==> src/sbmc_pkg.sv <==
package sbmc_pkg;

    localparam int unsigned SAMPLE_W    = 32;
    localparam int unsigned WINDOW_W    = 16;
    localparam int unsigned DATA_W      = 31;
    localparam int unsigned FORMAT_W    = 2;
    localparam int unsigned DEF_BLOCK_FRAMES = 192;
    localparam int unsigned M_TDATA_W   = 64;

    localparam logic [31:0] PREAMBLE_B = 32'h3317_3333;
    localparam logic [31:0] PREAMBLE_M = 32'h331d_3333;
    localparam logic [31:0] PREAMBLE_W = 32'h331b_3333;

    typedef enum logic [FORMAT_W-1:0] {
        FMT_16 = 2'd0,
        FMT_24 = 2'd1,
        FMT_32 = 2'd2
    } sample_format_t;

    // biphase-mark cells of one byte, msb first in the code word
    function automatic logic [15:0] cell_code(input logic [7:0] x);
        logic [15:0] code;
        logic        second;
        logic        first;
        code   = '0;
        second = 1'b1;
        for (int k = 7; k >= 0; k--) begin
            first           = second ^ x[k];
            code[14 - 2*k]  = second;
            code[15 - 2*k]  = first;
            second          = ~first;
        end
        return code;
    endfunction

endpackage

==> src/sbmc_data_enc.sv <==
module sbmc_data_enc
    import sbmc_pkg::*;
(
    input  logic [SAMPLE_W-1:0] sample,
    input  logic [FORMAT_W-1:0] sample_format,
    output logic [DATA_W-1:0]   data_word
);

    logic [WINDOW_W-1:0] window;
    logic [15:0]         code_lo;
    logic [15:0]         code_hi;
    logic [31:0]         word;

    always_comb begin
        case (sample_format)
            FMT_24:  window = sample[23:8];
            FMT_32:  window = sample[31:16];
            default: window = sample[15:0];
        endcase
    end

    assign code_lo   = cell_code(window[7:0]);
    assign code_hi   = cell_code(window[15:8]);
    assign word      = {code_lo, 16'h0000} ^ {{16{code_hi[15]}}, code_hi};
    assign data_word = word[DATA_W-1:0];

endmodule

==> src/spdif_bmc_subframe_encoder_top.sv <==
// S/PDIF biphase-mark subframe encoder. Each s_ transaction carries one PCM
// sample container and yields one m_ transaction holding the 32-bit preamble
// word and the 31-bit coded data word of that subframe; m_tlast marks the
// last subframe of each half block. The block takes one sample every cycle
// unless m_tready stalls its single result register; a new sample is taken in
// the same cycle a waiting result leaves. The user must write sample_format
// over the cfg_ port only while no transaction is in flight; the block does
// not enforce it. The subframe counter restarts at B preamble after reset.
module spdif_bmc_subframe_encoder_top
    import sbmc_pkg::*;
#(
    parameter int unsigned BLOCK_FRAMES = DEF_BLOCK_FRAMES
) (
    input  logic                  aclk,
    input  logic                  aresetn,
    input  logic                  cfg_valid,
    output logic                  cfg_ready,
    input  logic [FORMAT_W-1:0]   cfg_data,     // sample_format
    input  logic                  s_tvalid,
    output logic                  s_tready,
    input  logic [SAMPLE_W-1:0]   s_tdata,      // sample
    output logic                  m_tvalid,
    input  logic                  m_tready,
    output logic [M_TDATA_W-1:0]  m_tdata,      // preamble_word, data_word, zero pad
    output logic                  m_tlast       // half_block_end
);

    localparam int unsigned SUBFRAMES = 2 * BLOCK_FRAMES;
    localparam int unsigned IDX_W     = $clog2(SUBFRAMES);
    localparam logic [IDX_W-1:0] IDX_LAST = IDX_W'(SUBFRAMES - 1);
    localparam logic [IDX_W-1:0] IDX_HALF = IDX_W'(BLOCK_FRAMES - 1);

    logic [FORMAT_W-1:0] format_reg;
    logic [IDX_W-1:0]    index_reg;
    logic [IDX_W-1:0]    index_next;
    logic                m_valid_reg;
    logic [31:0]         preamble_reg;
    logic [31:0]         preamble_next;
    logic [DATA_W-1:0]   data_reg;
    logic [DATA_W-1:0]   data_next;
    logic                last_reg;
    logic                last_next;
    logic                s_accept;

    assign cfg_ready = 1'b1;
    assign s_tready  = ~m_valid_reg | m_tready;
    assign s_accept  = s_tvalid & s_tready;

    sbmc_data_enc u_data_enc (
        .sample        (s_tdata),
        .sample_format (format_reg),
        .data_word     (data_next)
    );

    always_comb begin
        if (index_reg == '0) begin
            preamble_next = PREAMBLE_B;
        end else if (!index_reg[0]) begin
            preamble_next = PREAMBLE_M;
        end else begin
            preamble_next = PREAMBLE_W;
        end
        last_next  = (index_reg == IDX_HALF) || (index_reg == IDX_LAST);
        index_next = (index_reg >= IDX_LAST) ? '0 : index_reg + 1'b1;
    end

    always_ff @(posedge aclk) begin
        if (!aresetn) begin
            format_reg  <= FMT_16;
            index_reg   <= '0;
            m_valid_reg <= 1'b0;
        end else begin
            if (cfg_valid && cfg_ready) begin
                format_reg <= cfg_data;
            end
            if (s_accept) begin
                index_reg   <= index_next;
                m_valid_reg <= 1'b1;
            end else if (m_tready) begin
                m_valid_reg <= 1'b0;
            end
        end
    end

    always_ff @(posedge aclk) begin
        if (s_accept) begin
            preamble_reg <= preamble_next;
            data_reg     <= data_next;
            last_reg     <= last_next;
        end
    end

    assign m_tvalid = m_valid_reg;
    assign m_tdata  = {1'b0, data_reg, preamble_reg};
    assign m_tlast  = last_reg;

endmodule

==> config.mk <==
export PLATFORM = sky130hd
export DESIGN_NAME = spdif_bmc_subframe_encoder_top
export DESIGN_NICKNAME = d
export VERILOG_FILES = /design/src/sbmc_pkg.sv /design/src/sbmc_data_enc.sv /design/src/spdif_bmc_subframe_encoder_top.sv
export SDC_FILE = /design/constraint.sdc
export NUM_CORES = 1
export LEC_CHECK = 0
export BUFFER_PORTS_ARGS = -buffer_cell sky130_fd_sc_hd__buf_2
export CAP_MARGIN = 20
export CORE_MARGIN = 8
export CORE_UTILIZATION = 52
export DETAILED_ROUTE_END_ITERATION = 10
export PLACE_DENSITY = 0.88
export SLEW_MARGIN = 20
export SYNTH_ARGS = -nofsm -noshare
export SYNTH_HDL_FRONTEND = slang
export SYNTH_SLANG_ARGS = --single-unit
==> constraint.sdc <==
create_clock -name aclk -period 7.05 [get_ports aclk]
set_input_delay 1.41 -clock aclk [delete_from_list [all_inputs] [get_ports aclk]]
set_output_delay 1.41 -clock aclk [all_outputs]
set_load 0.02 [all_outputs]
Word level (Yosys, flattened, before mapping)
Cells that the tools add are included.

storage, ports and cells
  bits of input ports = 39
  word-level logic and storage cells = 51
  output and inout port bits = 68
  bits in registers = 76

cells by class
  equal/unequal tests = 4
  bitwise gates (word level) = 31
  add/sub/neg operators = 1
  multiplexer cells = 5
  reduce and logical (&&, ||, !) cells = 3
  $lt $le $gt $ge = 1

operators by type and width
  kind                   count
  $pmux W16 S2           1
  $xor A31 B31 Y31       1
  $mux W19               1
  $not A1 Y1             15
  $xor A1 B1 Y1          13
  $add A9 B1 Y9 const B  1
  $eq A9 B8 Y1 const B   1
  $eq A9 B9 Y1 const B   1
  $ge A9 B9 Y1 const B   1
  $logic_not A9 Y1       1
  $mux W9                1
  $eq A2 B1 Y1 const B   1
  $eq A2 B2 Y1 const B   1
  $mux W1                2
  $reduce_bool A2 Y1     1
  $and A1 B1 Y1          1
  $logic_or A1 B1 Y1     1
  $or A1 B1 Y1           1

Logic depth before layout (Yosys ltp)
  depth after elaboration = 16
  mapped depth = 11
  depth with buffers taken out = 8

By module
From an unflattened synthesis, not the netlist that was laid out.

second synthesis, totals
  cell total of the unflattened synthesis = 222
  area, all modules = 2537.4 um2

by module, submodules not included
  module                          times used  seq. area each (um2)  area each (um2)  cells each
  spdif_bmc_subframe_encoder_top  1           1291.2                1910.6           139
  sbmc_data_enc                   1           0.0                   626.9            83

Worst setup path after synthesis
No wires, ideal clock.

  path type = input to register
  from = input port m_tready
  to = register index_reg[5]
  cell stages on the path = 6
  setup slack = 3.257 ns
  buffers on the path = 1
  arrival = 3.722 ns
  setup time = 0.072 ns
  cells stage by stage = nand2b_1 and2_1 clkbuf_1 nand4_1 or3_1 a21oi_1

on the way
  cells in the longest elaborated chain, start to end = 2

RTL lines
  element                 line                                  text
  start: declaration      spdif_bmc_subframe_encoder_top.sv:23  input logic m_tready,
  $or A1 B1 Y1            spdif_bmc_subframe_encoder_top.sv:46  assign s_tready = ~m_valid_reg | m_tready;
  $and A1 B1 Y1           spdif_bmc_subframe_encoder_top.sv:47  assign s_accept = s_tvalid & s_tready;
  net s_accept            spdif_bmc_subframe_encoder_top.sv:43  logic s_accept;
  end signal: assignment  spdif_bmc_subframe_encoder_top.sv:77  index_reg <= index_next;
  end: declaration        spdif_bmc_subframe_encoder_top.sv:34  logic [IDX_W-1:0] index_reg;

The timed path passes the listed nets, and every way through them passes these cells.
A chain may end at the register's enable or synchronous reset.

Worst setup path in the final report
  from = register format_reg[0]
  to = register data_reg[23], data pin

on the way
  cells in the longest elaborated chain, start to end = 16

RTL lines
  element                                              line                                  text
  start: declaration                                   spdif_bmc_subframe_encoder_top.sv:33  logic [FORMAT_W-1:0] format_reg;
  start signal: assignment                             spdif_bmc_subframe_encoder_top.sv:74  format_reg <= cfg_data;
  $eq A2 B2 Y1 / $eq A2 B1 Y1 (equally long branches)  sbmc_data_enc.sv:15                   case (sample_format)
  $pmux W16 S2 (*)                                     sbmc_data_enc.sv:15
  $xor A1 B1 Y1                                        sbmc_pkg.sv:28                        first = second ^ x[k];
  $not A1 Y1                                           sbmc_pkg.sv:31                        second = ~first;
  $xor A1 B1 Y1                                        sbmc_pkg.sv:28
  $not A1 Y1                                           sbmc_pkg.sv:31
  $xor A1 B1 Y1                                        sbmc_pkg.sv:28
  $not A1 Y1                                           sbmc_pkg.sv:31
  $xor A1 B1 Y1                                        sbmc_pkg.sv:28
  $not A1 Y1                                           sbmc_pkg.sv:31
  $xor A1 B1 Y1                                        sbmc_pkg.sv:28
  $not A1 Y1                                           sbmc_pkg.sv:31
  $xor A1 B1 Y1                                        sbmc_pkg.sv:28
  $not A1 Y1                                           sbmc_pkg.sv:31
  $xor A1 B1 Y1                                        sbmc_pkg.sv:28
  $xor A31 B31 Y31 (*)                                 sbmc_data_enc.sv:24                   assign word = {code_lo, 16'h0000} ^ {{16{code_hi[15]}}, code_hi};
  net data_next[23]                                    spdif_bmc_subframe_encoder_top.sv:40  logic [DATA_W-1:0] data_next;
  end signal: assignment                               spdif_bmc_subframe_encoder_top.sv:88  data_reg <= data_next;
  end: declaration                                     spdif_bmc_subframe_encoder_top.sv:39  logic [DATA_W-1:0] data_reg;

Mark *: on every way through the listed nets, which the timed path passes. The rest lies on a longest branch.

==> impl_results.md <==
* Total wire length at 5.22 mm
* Post-layout min period at 3.70 ns
* Status: finished clean
* Skew final at 0.00741 ns
* Congestion Overflow GR at 0
* Largest area contributor in the synthesized netlist: edfxtp_1
* Delay-heaviest family, CP: XOR/XNOR gates
* Syn Area/Cell at 11.7 µm²
* WHS Endpoint: index_reg[5]
* Peak Freq at 270 MHz
* Post CTS Setup Buffer Count at 0
* Post-Syn Area at 0.00260 mm²
* Cts bufs inserted at 5
* GRT Util Overall at 0.145
* Largest family of logic cells by synthesized area: XOR/XNOR gates
* PostCTS Resize Cnt at 0
* HP Class: flip-flop to flip-flop
* First-pass DRT Iterations at 4
* Worst r2r path cells at 8
* Worst EP required at 7.08 ns
* Post-DRT Antenna Nets at 0
* EDFF count, synth at 34
* P&R area growth vs syn at 14.0%
* Synth Area in XOR/XNOR at 0.176
* Synth warn at 0
* Final Slew Violations at 0
* Top post-synthesis cells by area: edfxtp_1 (39%), buf_4 (9.8%), dfxtp_1 (9.2%), xor2_1 (5.7%), xnor2_1 (3.7%)
* Worst-path cell chain: inv_1 > ha_1 > inv_2 > o21ai_0 > xor2_1 > xnor3_2 > xnor2_4 > xor2_1
* Critical Path Sink Type: flip-flop
* Fin. Hold Viols at 0
* Compound-cell area share of the yosys netlist at 0.103
* Initial antenna violation count at 0
* DR iter-0 viols at 99
* Asr flop ratio synth at 0
* TNS Setup at 0 ns
* Final net count at 337
* Pin count of the biggest net entering global routing at 42
* Share of cells above drive strength 1 at 0.325
* RSZ-0062 raised after global routing: no
* I/O pins at 107
* Leakage dissipation at 1.32 nW
* Die Area at 0.00752 mm²
* Ant diodes at 0
* Die H at 86.7 µm
* Worst vdd ir at 0.163 mV
* Adder-cell share of the synthesized area at 0.0192
* TritonCTS Sinks at 46
* Worst-path clk slew at 0.08 ns
* Synth Flop Type: edfxtp_1
* # port buffers at 73
* Tightest Pin Transition at 0.861 ns
* Routed vias at 1729
* Initial Util at 0.543
* H-tree depth at 2
* M2 GR Usage at 0.254
* Worst skew pair latency at 0.30 ns
* CTS Hold Buffers Added at 0
* Finished Core Util at 0.619
* Die Wd at 86.7 µm
* Slowest cell on the critical path: ha_1
* Buffer and inverter count on the worst path at 2
* R2R Path Start: format_reg[0]
* Crit-path max FO at 22
* Number of flip-flops in the largest register at 30
* Crit share post-route at 0.525
* Clk root buf: clkbuf_8
* Hold path startpoint: index_reg[5]
* Post-DR wirelength/cell at 14.4 µm
* Placer Congestion at 0.818
* Vias in the first global route at 1834
* Critical path arrival at 3.73 ns
* Yosys top cell area share at 0.393
* Core Region at 0.00479 mm²
* Syn Inst Count at 222
* Slack of the worst reg-to-reg path at 3.35 ns
* Hold path cells at 2
* Crit-path most repeated cell: xor2_1
* CTS tree: built
* Critical path type: flip-flop to flip-flop
* Post-synthesis simple-gate area fraction at 0.0746
* First-pass GRT wire length at 8.47 mm
* Most frequent cells after synthesis: buf_4 (34), edfxtp_1 (34), xor2_1 (17)
* Sequential-to-total area share from yosys stat at 0.485
* Worst flop-to-flop path endpoint: data_reg[23]
* Clk buf depth at 2
* Normalized max-slew margin at 0.426
* Slowest stage delay, CP at 0.70 ns
* Residual DRC at 0
* Via density at 4.78
* Gr busiest metal: met2
* PwrDens at 378 mW/mm²
* Count of cell types in the netlist at 41
* Setup violators final at 0
* Cell Rows at 25
* Synthesis-stage register bit count at 46
* Mux contribution to synthesized area at 0.00770
* Met3 GRT Util at 0.0406
* DP HPWL at 4.11 mm
* Startpoint Class: flip-flop
* Max-Cap Viols at 0
* GR Util met1 at 0.161
## per-layer routing
layer | vias up | wire length, µm
met5 | - | 0
met4 | 0 | 82
met3 | 8 | 401
met2 | 90 | 2570
met1 | 787 | 2160
li1 | 844 | -
## logic make-up after synthesis
group / Yosys count
compound gates: 38
xor+xnor: 38
fa+ha+maj: 4
buf+inv: 52
flops: 46
mux: 2
other cells: 2
simple gates: 40
## power by group
group,switching [mW],internal [mW],total [mW]
clock network,0.0881,0.0696,0.158
registers,0.0189,0.423,0.442
logic,0.321,0.201,0.522
## tightest hold or removal path, stage by stage (launching register included)
cell and delay (ns):
dfxtp_1 0.34, o21ai_0 0.08, a21oi_1 0.06
## worst max path at each step
| stage | slack [ns] | cells past startpoint | endpoint | from |
|---|---|---|---|---|
| 6_report | 3.35 | 8 | data_reg[23] | format_reg[0] |
| 5_1_grt | 3.12 | 8 | data_reg[23] | format_reg[0] |
| 4_1_cts | 3.33 | 8 | data_reg[23] | format_reg[0] |
| 3_5_place_dp | 3.17 | 7 | data_reg[23] | s_tdata[29] |
| 3_3_place_gp | 3.22 | 7 | data_reg[19] | s_tdata[29] |
| 2_1_floorplan | 3.26 | 6 | index_reg[5] | m_tready |
## cells in the final DEF, fill, tap and decap left out, types with 2 or more instances in the layout
cell	n
a21oi_1	3
a221o_1	9
a22oi_1	6
and3_1	3
buf_2	73
clkbuf_8	5
conb_1	32
dfxtp_1	12
edfxtp_1	34
ha_1	4
inv_1	12
inv_2	2
mux2i_1	2
nand2_1	15
nand3_1	2
nor2_1	9
nor2b_1	2
o21ai_0	11
o21ai_1	3
o21ai_2	3
xnor2_1	11
xnor3_1	2
xnor3_2	2
xor2_1	17
xor2_2	3
## per-stage QoR
step | area (µm²) | instances | power [mW] | hold WS, ns | worst slack, ns
6_report | 2960 | 362 | 1.12 | 0.515 | 3.35
5_1_grt | 2960 | 362 | 1.18 | 0.528 | 3.12
4_1_cts | 2960 | 362 | 1.13 | 0.514 | 3.33
3_5_place_dp | 2870 | 354 | 0.974 | 0.503 | 3.17
3_3_place_gp | 2870 | 354 | 0.945 | 0.486 | 3.22
2_1_floorplan | 2710 | 252 | 0.880 | 0.467 | 3.26
## area by class of cell
type	instances	area [µm²]
inverter	14	52.6
fill	402	1820
tap	67	83.8
timing repair buffer	73	365
clock buffer	5	68.8
multi-input combinational	154	1110
sequential	46	1260
clock inverter	3	21.3
No activity file was read; power rests on OpenSTA's default activity.
